--- config.mk ---
export PLATFORM = sky130hd
export DESIGN_NAME = qr_finder_pattern_run_detector_unit
export DESIGN_NICKNAME = d
export VERILOG_FILES = /design/src/rtl/core/qrfd_pkg.sv /design/src/rtl/core/qr_finder_pattern_run_detector_unit.sv /design/src/rtl/core/qrfd_front.sv /design/src/rtl/core/qrfd_queue.sv /design/src/rtl/core/qrfd_back.sv
export SDC_FILE = /design/constraint.sdc
export NUM_CORES = 2
export LEC_CHECK = 0
export BUFFER_PORTS_ARGS = -buffer_cell sky130_fd_sc_hd__clkbuf_2
export CORE_MARGIN = 3
export CORE_UTILIZATION = 25
export CTS_BUF_LIST = sky130_fd_sc_hd__clkbuf_2
export DETAILED_ROUTE_END_ITERATION = 6
export GPL_TIMING_DRIVEN = 0
export PLACE_DENSITY = 0.4
export SLEW_MARGIN = 20
export SYNTH_ARGS = -nofsm -noshare
export SYNTH_HDL_FRONTEND = slang
export SYNTH_SLANG_ARGS = --single-unit
--- constraint.sdc ---
create_clock -name clock -period 24 [get_ports clock]
set_input_delay 4.8 -clock clock [delete_from_list [all_inputs] [get_ports clock]]
set_output_delay 4.8 -clock clock [all_outputs]
set_load 0.01 [all_outputs]
--- src/rtl/core/qrfd_pkg.sv ---
// Shared types and constants for the QR finder pattern run detector.
package qrfd_pkg;

   // Field widths
   localparam int PIXEL_W = 8;
   localparam int COORD_W = 11;
   localparam int RUN_W   = 12;
   localparam int TOL_W   = 5;

   // Configuration register map
   localparam int CSR_INDEX_W = 1;
   localparam int CSR_DATA_W  = 8;
   localparam logic [CSR_INDEX_W-1:0] CSR_BINARY_THRESHOLD       = 1'd0;
   localparam logic [CSR_INDEX_W-1:0] CSR_RATIO_TOLERANCE_TENTHS = 1'd1;

   localparam logic [PIXEL_W-1:0] THRESHOLD_RESET = 8'd135;
   localparam logic [TOL_W-1:0]   TOLERANCE_RESET = 5'd1;

   // Run tracking
   localparam logic [RUN_W-1:0] RUN_MAX         = 12'd4095;
   localparam int               HIST_DEPTH      = 4;
   localparam logic [2:0]       RUNS_FOR_WINDOW = 3'd4;

   // Ratio check in tenths: |10*c - 30*s| <= tol * s
   localparam logic [17:0] RATIO_SCALE         = 18'd10;
   localparam logic [17:0] CENTER_RATIO_TENTHS = 18'd30;

   // Candidate queue between run tracker and ratio checker
   localparam int QUEUE_DEPTH = 4;

   // One closed window of five runs, dark-light-dark-light-dark
   typedef struct packed {
      logic [COORD_W-1:0] col;      // column of the pixel that closed the window
      logic [COORD_W-1:0] row;
      logic [RUN_W-1:0]   side0;    // oldest dark run
      logic [RUN_W-1:0]   side1;
      logic [RUN_W-1:0]   center;
      logic [RUN_W-1:0]   side3;
      logic [RUN_W-1:0]   side4;    // newest dark run
   } cand_type;

endpackage

--- src/rtl/core/qr_finder_pattern_run_detector_unit.sv ---
// Top level of the QR finder pattern run detector: configuration registers and the pipeline.
//
// Pixels enter in raster order on the req_ channel (req_valid / req_stall),
// one per cycle, with req_row_end on the last pixel of each row and
// req_frame_end on the last pixel of the frame. Each pixel is binarized
// against binary_threshold and each row is run-length coded. When a dark run
// closes a dark-light-dark-light-dark window of five runs whose centre is
// three times each side within ratio_tolerance_tenths, one result carrying
// the centre column, row and centre run length leaves on the rsp_ channel.
// Throughput: one pixel per cycle while req_stall is low. On its way out,
// the run tracker pushes the closed window into a 4-entry candidate queue,
// and the ratio checker reads the queue head and loads the output register.
// req_stall rises only while that queue is full, which happens only when
// the receiver holds rsp_stall for several candidates.
// Reset clears the run state, the counters, the queue and the output
// valid flag, and loads the configuration defaults (threshold 135, tolerance
// 1). Write configuration through csr_ only while the block is idle.
module qr_finder_pattern_run_detector_unit #(
   parameter int MAX_WIDTH  = 2048,
   parameter int MAX_HEIGHT = 2048
) (
   input  logic                              clock,
   input  logic                              reset,
   // Pixel channel
   input  logic                              req_valid,
   output logic                              req_stall,
   input  logic [qrfd_pkg::PIXEL_W-1:0]      req_pixel_value,
   input  logic                              req_row_end,
   input  logic                              req_frame_end,
   // Result channel
   output logic                              rsp_valid,
   input  logic                              rsp_stall,
   output logic [qrfd_pkg::COORD_W-1:0]      rsp_center_x,
   output logic [qrfd_pkg::COORD_W-1:0]      rsp_center_row,
   output logic [qrfd_pkg::RUN_W-1:0]        rsp_center_run_length,
   // Configuration
   input  logic                              csr_write_enable,
   input  logic [qrfd_pkg::CSR_INDEX_W-1:0]  csr_index,
   input  logic [qrfd_pkg::CSR_DATA_W-1:0]   csr_write_data
);
   import qrfd_pkg::*;

   logic [PIXEL_W-1:0] threshold_ff;
   logic [TOL_W-1:0]   tolerance_ff;
   logic               accept;
   logic               cand_valid;
   cand_type           cand;
   cand_type           head;
   logic               q_empty;
   logic               q_full;
   logic               q_pop;

   // Configuration registers
   always_ff @(posedge clock) begin
      if (reset) begin
         threshold_ff <= THRESHOLD_RESET;
         tolerance_ff <= TOLERANCE_RESET;
      end else if (csr_write_enable) begin
         case (csr_index)
            CSR_BINARY_THRESHOLD:       threshold_ff <= csr_write_data;
            CSR_RATIO_TOLERANCE_TENTHS: tolerance_ff <= csr_write_data[TOL_W-1:0];
            default: begin
            end
         endcase
      end
   end

   // Hold pixels only while the candidate queue is full
   assign req_stall = q_full;
   assign accept    = req_valid && !req_stall;

   qrfd_front #(
      .MAX_WIDTH  (MAX_WIDTH),
      .MAX_HEIGHT (MAX_HEIGHT)
   ) u_front (
      .clock       (clock),
      .reset       (reset),
      .accept      (accept),
      .pixel_value (req_pixel_value),
      .row_end     (req_row_end),
      .frame_end   (req_frame_end),
      .threshold   (threshold_ff),
      .cand_valid  (cand_valid),
      .cand        (cand)
   );

   qrfd_queue u_queue (
      .clock     (clock),
      .reset     (reset),
      .push      (cand_valid),
      .push_data (cand),
      .pop       (q_pop),
      .head      (head),
      .empty     (q_empty),
      .full      (q_full)
   );

   qrfd_back u_back (
      .clock                 (clock),
      .reset                 (reset),
      .head                  (head),
      .empty                 (q_empty),
      .tolerance             (tolerance_ff),
      .pop                   (q_pop),
      .rsp_valid             (rsp_valid),
      .rsp_stall             (rsp_stall),
      .rsp_center_x          (rsp_center_x),
      .rsp_center_row        (rsp_center_row),
      .rsp_center_run_length (rsp_center_run_length)
   );

endmodule

--- src/rtl/core/qrfd_front.sv ---
// Front end: binarizes pixels, run-length codes each row and emits candidate windows.
module qrfd_front #(
   parameter int MAX_WIDTH  = 2048,
   parameter int MAX_HEIGHT = 2048
) (
   input  logic                          clock,
   input  logic                          reset,
   input  logic                          accept,
   input  logic [qrfd_pkg::PIXEL_W-1:0]  pixel_value,
   input  logic                          row_end,
   input  logic                          frame_end,
   input  logic [qrfd_pkg::PIXEL_W-1:0]  threshold,
   output logic                          cand_valid,
   output qrfd_pkg::cand_type            cand
);
   import qrfd_pkg::*;

   localparam logic [COORD_W+1:0] WIDTH_LIMIT  = (COORD_W+2)'(MAX_WIDTH);
   localparam logic [COORD_W+1:0] HEIGHT_LIMIT = (COORD_W+2)'(MAX_HEIGHT);

   logic [RUN_W-1:0]   run_len_ff, run_len_in;
   logic               run_color_ff, run_color_in;   // 1 = light
   logic [COORD_W-1:0] col_ff, col_in;
   logic [COORD_W-1:0] row_ff, row_in;
   logic [RUN_W-1:0]   hist_ff [HIST_DEPTH];
   logic [RUN_W-1:0]   hist_in [HIST_DEPTH];
   logic               oldest_dark_ff, oldest_dark_in;
   logic [2:0]         runs_cnt_ff, runs_cnt_in;

   logic               pix_bit;
   logic               close_run;
   logic [COORD_W+1:0] col_inc;
   logic [COORD_W+1:0] row_inc;

   assign pix_bit   = (pixel_value > threshold);
   assign close_run = accept && (run_len_ff != '0) && (pix_bit != run_color_ff);
   assign col_inc   = {2'b00, col_ff} + (COORD_W+2)'(1);
   assign row_inc   = {2'b00, row_ff} + (COORD_W+2)'(1);

   // Flag a window when a dark run closes behind four runs that start dark
   assign cand_valid = close_run && (runs_cnt_ff >= RUNS_FOR_WINDOW) &&
                       !run_color_ff && oldest_dark_ff;
   assign cand.col    = col_ff;
   assign cand.row    = row_ff;
   assign cand.side0  = hist_ff[0];
   assign cand.side1  = hist_ff[1];
   assign cand.center = hist_ff[2];
   assign cand.side3  = hist_ff[3];
   assign cand.side4  = run_len_ff;

   // Track the open run, the closed-run history and the pixel position
   always_comb begin
      run_len_in     = run_len_ff;
      run_color_in   = run_color_ff;
      col_in         = col_ff;
      row_in         = row_ff;
      oldest_dark_in = oldest_dark_ff;
      runs_cnt_in    = runs_cnt_ff;
      for (int i = 0; i < HIST_DEPTH; i++) begin
         hist_in[i] = hist_ff[i];
      end

      if (accept) begin
         if (run_len_ff == '0) begin
            run_len_in   = RUN_W'(1);
            run_color_in = pix_bit;
         end else if (pix_bit == run_color_ff) begin
            if (run_len_ff < RUN_MAX) begin
               run_len_in = run_len_ff + RUN_W'(1);
            end
         end else begin
            // Shift the closed run into the history; runs alternate in color
            for (int i = 0; i < HIST_DEPTH - 1; i++) begin
               hist_in[i] = hist_ff[i+1];
            end
            hist_in[HIST_DEPTH-1] = run_len_ff;
            oldest_dark_in        = run_color_ff;
            if (runs_cnt_ff < RUNS_FOR_WINDOW) begin
               runs_cnt_in = runs_cnt_ff + 3'd1;
            end
            run_len_in   = RUN_W'(1);
            run_color_in = pix_bit;
         end

         if (col_inc == WIDTH_LIMIT) begin
            col_in = '0;
         end else begin
            col_in = col_inc[COORD_W-1:0];
         end

         // Drop the open run and the row history at row end or frame end
         if (row_end || frame_end) begin
            run_len_in  = '0;
            runs_cnt_in = '0;
            col_in      = '0;
            if (frame_end) begin
               row_in = '0;
            end else if (row_inc == HEIGHT_LIMIT) begin
               row_in = '0;
            end else begin
               row_in = row_inc[COORD_W-1:0];
            end
         end
      end
   end

   always_ff @(posedge clock) begin
      if (reset) begin
         run_len_ff     <= '0;
         run_color_ff   <= 1'b0;
         col_ff         <= '0;
         row_ff         <= '0;
         oldest_dark_ff <= 1'b0;
         runs_cnt_ff    <= '0;
         for (int i = 0; i < HIST_DEPTH; i++) begin
            hist_ff[i] <= '0;
         end
      end else begin
         run_len_ff     <= run_len_in;
         run_color_ff   <= run_color_in;
         col_ff         <= col_in;
         row_ff         <= row_in;
         oldest_dark_ff <= oldest_dark_in;
         runs_cnt_ff    <= runs_cnt_in;
         for (int i = 0; i < HIST_DEPTH; i++) begin
            hist_ff[i] <= hist_in[i];
         end
      end
   end

endmodule

--- src/rtl/core/qrfd_queue.sv ---
// Candidate queue: short FIFO between the run tracker and the ratio checker.
module qrfd_queue (
   input  logic               clock,
   input  logic               reset,
   input  logic               push,
   input  qrfd_pkg::cand_type push_data,
   input  logic               pop,
   output qrfd_pkg::cand_type head,
   output logic               empty,
   output logic               full
);
   import qrfd_pkg::*;

   localparam int PTR_W = $clog2(QUEUE_DEPTH);
   localparam int CNT_W = $clog2(QUEUE_DEPTH + 1);
   localparam logic [CNT_W-1:0] CNT_FULL = CNT_W'(QUEUE_DEPTH);

   cand_type         entry_ff [QUEUE_DEPTH];
   logic [PTR_W-1:0] wr_ptr_ff, wr_ptr_in;
   logic [PTR_W-1:0] rd_ptr_ff, rd_ptr_in;
   logic [CNT_W-1:0] count_ff, count_in;
   logic             do_push;
   logic             do_pop;

   assign empty   = (count_ff == '0);
   assign full    = (count_ff == CNT_FULL);
   assign head    = entry_ff[rd_ptr_ff];
   assign do_push = push && !full;
   assign do_pop  = pop && !empty;

   // Advance pointers and occupancy
   always_comb begin
      wr_ptr_in = wr_ptr_ff;
      rd_ptr_in = rd_ptr_ff;
      count_in  = count_ff;
      if (do_push) begin
         wr_ptr_in = (wr_ptr_ff == PTR_W'(QUEUE_DEPTH - 1)) ? '0 : wr_ptr_ff + PTR_W'(1);
      end
      if (do_pop) begin
         rd_ptr_in = (rd_ptr_ff == PTR_W'(QUEUE_DEPTH - 1)) ? '0 : rd_ptr_ff + PTR_W'(1);
      end
      if (do_push && !do_pop) begin
         count_in = count_ff + CNT_W'(1);
      end else if (do_pop && !do_push) begin
         count_in = count_ff - CNT_W'(1);
      end
   end

   always_ff @(posedge clock) begin
      if (reset) begin
         wr_ptr_ff <= '0;
         rd_ptr_ff <= '0;
         count_ff  <= '0;
      end else begin
         wr_ptr_ff <= wr_ptr_in;
         rd_ptr_ff <= rd_ptr_in;
         count_ff  <= count_in;
      end
   end

   // Store the entry at the tail
   always_ff @(posedge clock) begin
      if (do_push) begin
         entry_ff[wr_ptr_ff] <= push_data;
      end
   end

endmodule

--- src/rtl/core/qrfd_back.sv ---
// Back end: checks the 1:1:3:1:1 ratio of a candidate and holds the result register.
module qrfd_back (
   input  logic                          clock,
   input  logic                          reset,
   input  qrfd_pkg::cand_type            head,
   input  logic                          empty,
   input  logic [qrfd_pkg::TOL_W-1:0]    tolerance,
   output logic                          pop,
   output logic                          rsp_valid,
   input  logic                          rsp_stall,
   output logic [qrfd_pkg::COORD_W-1:0]  rsp_center_x,
   output logic [qrfd_pkg::COORD_W-1:0]  rsp_center_row,
   output logic [qrfd_pkg::RUN_W-1:0]    rsp_center_run_length
);
   import qrfd_pkg::*;

   // |10*c - 30*s| <= tol * s, all in 18 bits
   function automatic logic side_ok(input logic [RUN_W-1:0] c, input logic [RUN_W-1:0] s,
                                    input logic [TOL_W-1:0] tol);
      logic [17:0] a;
      logic [17:0] b;
      logic [17:0] diff;
      logic [17:0] lim;
      a    = 18'(c) * RATIO_SCALE;
      b    = 18'(s) * CENTER_RATIO_TENTHS;
      diff = (a > b) ? (a - b) : (b - a);
      lim  = 18'(tol) * 18'(s);
      return diff <= lim;
   endfunction

   logic               rsp_valid_ff, rsp_valid_in;
   logic [COORD_W-1:0] center_x_ff, center_x_in;
   logic [COORD_W-1:0] center_row_ff;
   logic [RUN_W-1:0]   center_len_ff;
   logic               out_free;
   logic               hit;

   assign out_free = !rsp_valid_ff || !rsp_stall;
   assign pop      = !empty && out_free;

   assign hit = side_ok(head.center, head.side0, tolerance) &&
                side_ok(head.center, head.side1, tolerance) &&
                side_ok(head.center, head.side3, tolerance) &&
                side_ok(head.center, head.side4, tolerance);

   // Middle of the centre run, modulo the coordinate width
   assign center_x_in = head.col - head.side4[COORD_W-1:0] - head.side3[COORD_W-1:0]
                        - head.center[COORD_W-1:0] + head.center[RUN_W-1:1];

   // Load the result register when it is free; clear it after a transfer
   always_comb begin
      rsp_valid_in = rsp_valid_ff;
      if (out_free) begin
         rsp_valid_in = pop && hit;
      end
   end

   always_ff @(posedge clock) begin
      if (reset) begin
         rsp_valid_ff <= 1'b0;
      end else begin
         rsp_valid_ff <= rsp_valid_in;
      end
   end

   always_ff @(posedge clock) begin
      if (pop && hit) begin
         center_x_ff   <= center_x_in;
         center_row_ff <= head.row;
         center_len_ff <= head.center;
      end
   end

   assign rsp_valid             = rsp_valid_ff;
   assign rsp_center_x          = center_x_ff;
   assign rsp_center_row        = center_row_ff;
   assign rsp_center_run_length = center_len_ff;

endmodule

==> results.tsv <==
stage	metric	value	unit
routing	wirelength, routed	116	mm
synthesis	ranking of synthesized cells by area	edfxtp_1, ha_1, fa_1, dfxtp_1, mux4_2	
power	leakage dissipation	18.9	nW
power	Peak supply drop	0.0335	mV
sta	Clock Skews	0.254	ns
place	Routability Congestion	0.846	
routing	# DRC	0	
floorplanning	core area	0.153	mm2
sta	Slew Viols, Final	0	
synthesis	Distinct cells, synth	89	
clock_tree	CTS tree	built	
global_route	met1 GRT Util	20.7	%
floorplanning	Die W	399	um
floorplanning	# IOs	60	
clock_tree	Reg clk slew, reported paths	0.11	ns
setup_path	CP max FO	10	
setup_path	max incr delay on CP	0.84	ns
sta	period utilization	56.4	%
setup_path	Crit path top cell by count	ha_1	
sta	Final Setup Violations	0	
setup_path	Critical Path Sink Type	flip-flop	
layout	Final Non-Filler Cells	6004	
layout	Layout fillers	16203	
synthesis	post-synthesis cell count	3665	
setup_path	buffers and inverters on the worst path	11	
floorplanning	Starting Density	25.3	%
sta	RSZ-0062 raised after global routing	no	
sta	Slew HR	22.8	%
sta	smallest hold slack	0.367	ns
setup_path	Worst Path Arrival	14.56	ns
sta	minimum clock period	13.54	ns
global_route	largest net degree at the start of global routing	42	
synthesis	mean post-synth cell area	10.5	um2
synthesis	FFs w/ async S/R, synth	0	%
routing	detailed-route via count	27396	
min_path	Hold WC Path Type	flip-flop to flip-flop	
layout	Layout Utilization	28.1	%
sta	Fmax	73.9	MHz
floorplanning	die area	0.159	mm2
global_route	met3 Use GR	2.44	%
setup_path	cell family with most CP delay	buffers and inverters	
sta	Tightest Pin Transition	1.15	ns
synthesis	Synth top area share	28.2	%
layout	area grow syn2layout	11.2	%
global_route	Congestion Overflow GR	0	
run	max-cap violation count	0	
synthesis	Seq/Total Area, Yosys	33.9	%
global_route	Total GRT Usage	14.6	%
synthesis	Post-synth top flop	edfxtp_1	
floorplanning	Rows	143	
global_route	initial antenna violation count	12	
clock_tree	total clock sinks	472	
sta	Final Hold Viols	0	
routing	via density per instance	4.56	
place	PortBufs	59	
synthesis	Post-synth EDFFs	362	
layout	Nets	4538	
power	P per Cell Area	35.6	mW/mm2
setup_path	worst path required time	25.02	ns
place	hpwl dp	91.4	mm
clock_tree	Max clock buf depth	3	
clock_tree	post-CTS sizing	0	
setup_path	critical setup path kind	flip-flop to flip-flop	
setup_path	CP Launch Type	flip-flop	
routing	Initial DRC Count	1704	
global_route	vias in the first global route	28040	
synthesis	Synth warnings	0	
synthesis	mapped cell area	0.0386	mm2
synthesis	Post-Syn Nets	4345	
clock_tree	Post-CTS Hold Fix Bufs	0	
global_route	busiest grt layer	met2	
routing	DR pass1 iterations	5	
global_route	first-pass GRT wire length	176	mm
sta	TNS Setup	0	ns
routing	ANT nets after route	0	
synthesis	Seq cells post-synth	472	
global_route	M2 GR Usage	23.1	%
clock_tree	CTS buffer count	115	
synthesis	largest area contributor in the netlist	edfxtp_1	
place	Inst Count DP	5770	
clock_tree	setup bufs post-CTS	0	
clock_tree	root buffer cell	clkbuf_2	
layout	layout cells sized above 1	10.8	%
floorplanning	Die Ht	399	um
clock_tree	clk_lat worst skew	1.37	ns
setup_path	Slowest-stage cell, CP	buf_1	
clock_tree	H-tree depth	3	
status	status	complete, no violations	
routing	wire length per cell	19.3	um
==> Yosys cell counts (46+ instances only) <==
cell,instances
a21o_1,105
a21oi_1,202
and2_1,130
clkbuf_1,74
dfxtp_1,110
edfxtp_1,362
fa_1,243
ha_1,413
inv_1,448
mux2i_1,85
mux4_2,82
nand2_1,278
nand3_1,47
nor2_1,220
nor2b_1,46
o21ai_0,148
xnor2_1,90
xor2_1,75
==> power breakdown <==
group          internal (mW)  switching [mW]
combinational         0.0320          0.0530
clock                  0.216           0.354
sequential             0.868         0.00217
total                   1.12           0.410
==> stage by stage <==
step | setup slack (ns) | power, mW | cell area, um2
6_report | 10.46 | 1.53 | 42900
5_1_grt | 9.59 | 1.61 | 42900
4_1_cts | 10.06 | 1.56 | 42800
3_5_place_dp | 9.94 | 0.975 | 41700
3_3_place_gp | 3.32 | 0.975 | 41400
2_1_floorplan | 11.11 | 0.947 | 38600
==> worst paths after layout <==
kind | from | endpoint | slack [ns] | depth (start not counted)
max reg2reg | flip-flop | u_back.rsp_center_row[4]$_DFFE_PP_ | 10.46 | 43
min | u_front.hist_ff[3][3]$_SDFFE_PP0P_ | u_queue.entry_ff[0][15]$_DFFE_PP_ | 0.37 | 0
min reg2reg | u_front.hist_ff[3][3]$_SDFFE_PP0P_ | u_queue.entry_ff[0][15]$_DFFE_PP_ | 0.37 | 0
max | flip-flop | u_back.rsp_center_row[4]$_DFFE_PP_ | 10.46 | 43
==> flip-flops by register name, indices dropped and copies added, names as in the netlist, 2 cells and up, named ones only <==
name	cells
u_front.hist_ff	48
u_back.rsp_center_run_length	12
u_queue.wr_ptr_ff	2
u_queue.rd_ptr_ff	2
u_front.row_ff	11
u_queue.count_ff	3
u_front.runs_cnt_ff	3
u_front.col_ff	11
threshold_ff	8
u_queue.entry_ff	328
u_front.run_len_ff	12
u_back.rsp_center_row	11
u_back.rsp_center_x	11
tolerance_ff	5
==> logic make-up (layout without fill, tap and decap cells) <==
group,count (synthesis),count (layout),share of synthesized area [%]
xor gates and xnor gates,165,165,3.75
DFF,472,472,33.9
and+or+nand+nor,935,935,11.9
AOI/OAI and AO/OA,703,703,11.7
buffers and inverters,560,854,5.58
other,0,15,0
muxes,174,174,7.21
adders and majority gates,656,656,26.0
==> per-layer routing <==
layer,up-vias,part of all wire [%]
li1,13337,-
met1,13443,49
met2,492,45
met3,124,4.5
met4,0,2.1
met5,-,0
==> area by class of cell <==
| type | count | area (um2) | share of cell area [%] |
|---|---|---|---|
| Multi-Input combinational cell | 2633 | 23400 | 54.6 |
| Sequential cell | 472 | 13100 | 30.5 |
| Tap cell | 2030 | 2540 | 5.92 |
| Inverter | 448 | 1680 | 3.92 |
| Clock buffer | 188 | 941 | 2.19 |
| Timing Repair Buffer | 76 | 557 | 1.30 |
| Buffer | 112 | 474 | 1.11 |
| Clock inverter | 30 | 181 | 0.423 |
| Antenna cell | 15 | 37.5 | 0.0875 |
==> layout by cell type, fill, tap and decap left out, types with 24 or more instances in the layout <==
| master | count |
|---|---|
| inv_1 | 448 |
| ha_1 | 413 |
| edfxtp_1 | 362 |
| nand2_1 | 278 |
| clkbuf_2 | 250 |
| fa_1 | 243 |
| nor2_1 | 220 |
| a21oi_1 | 202 |
| o21ai_0 | 148 |
| and2_1 | 126 |
| dfxtp_1 | 110 |
| a21o_1 | 105 |
| xnor2_1 | 89 |
| mux2i_1 | 85 |
| mux4_2 | 82 |
| clkbuf_1 | 74 |
| xor2_1 | 74 |
| nand3_1 | 47 |
| nor2b_1 | 46 |
| nor3_1 | 42 |
| nand4_1 | 33 |
| and3_1 | 28 |
| nand2b_1 | 24 |
(Power assumes the default switching activity.)
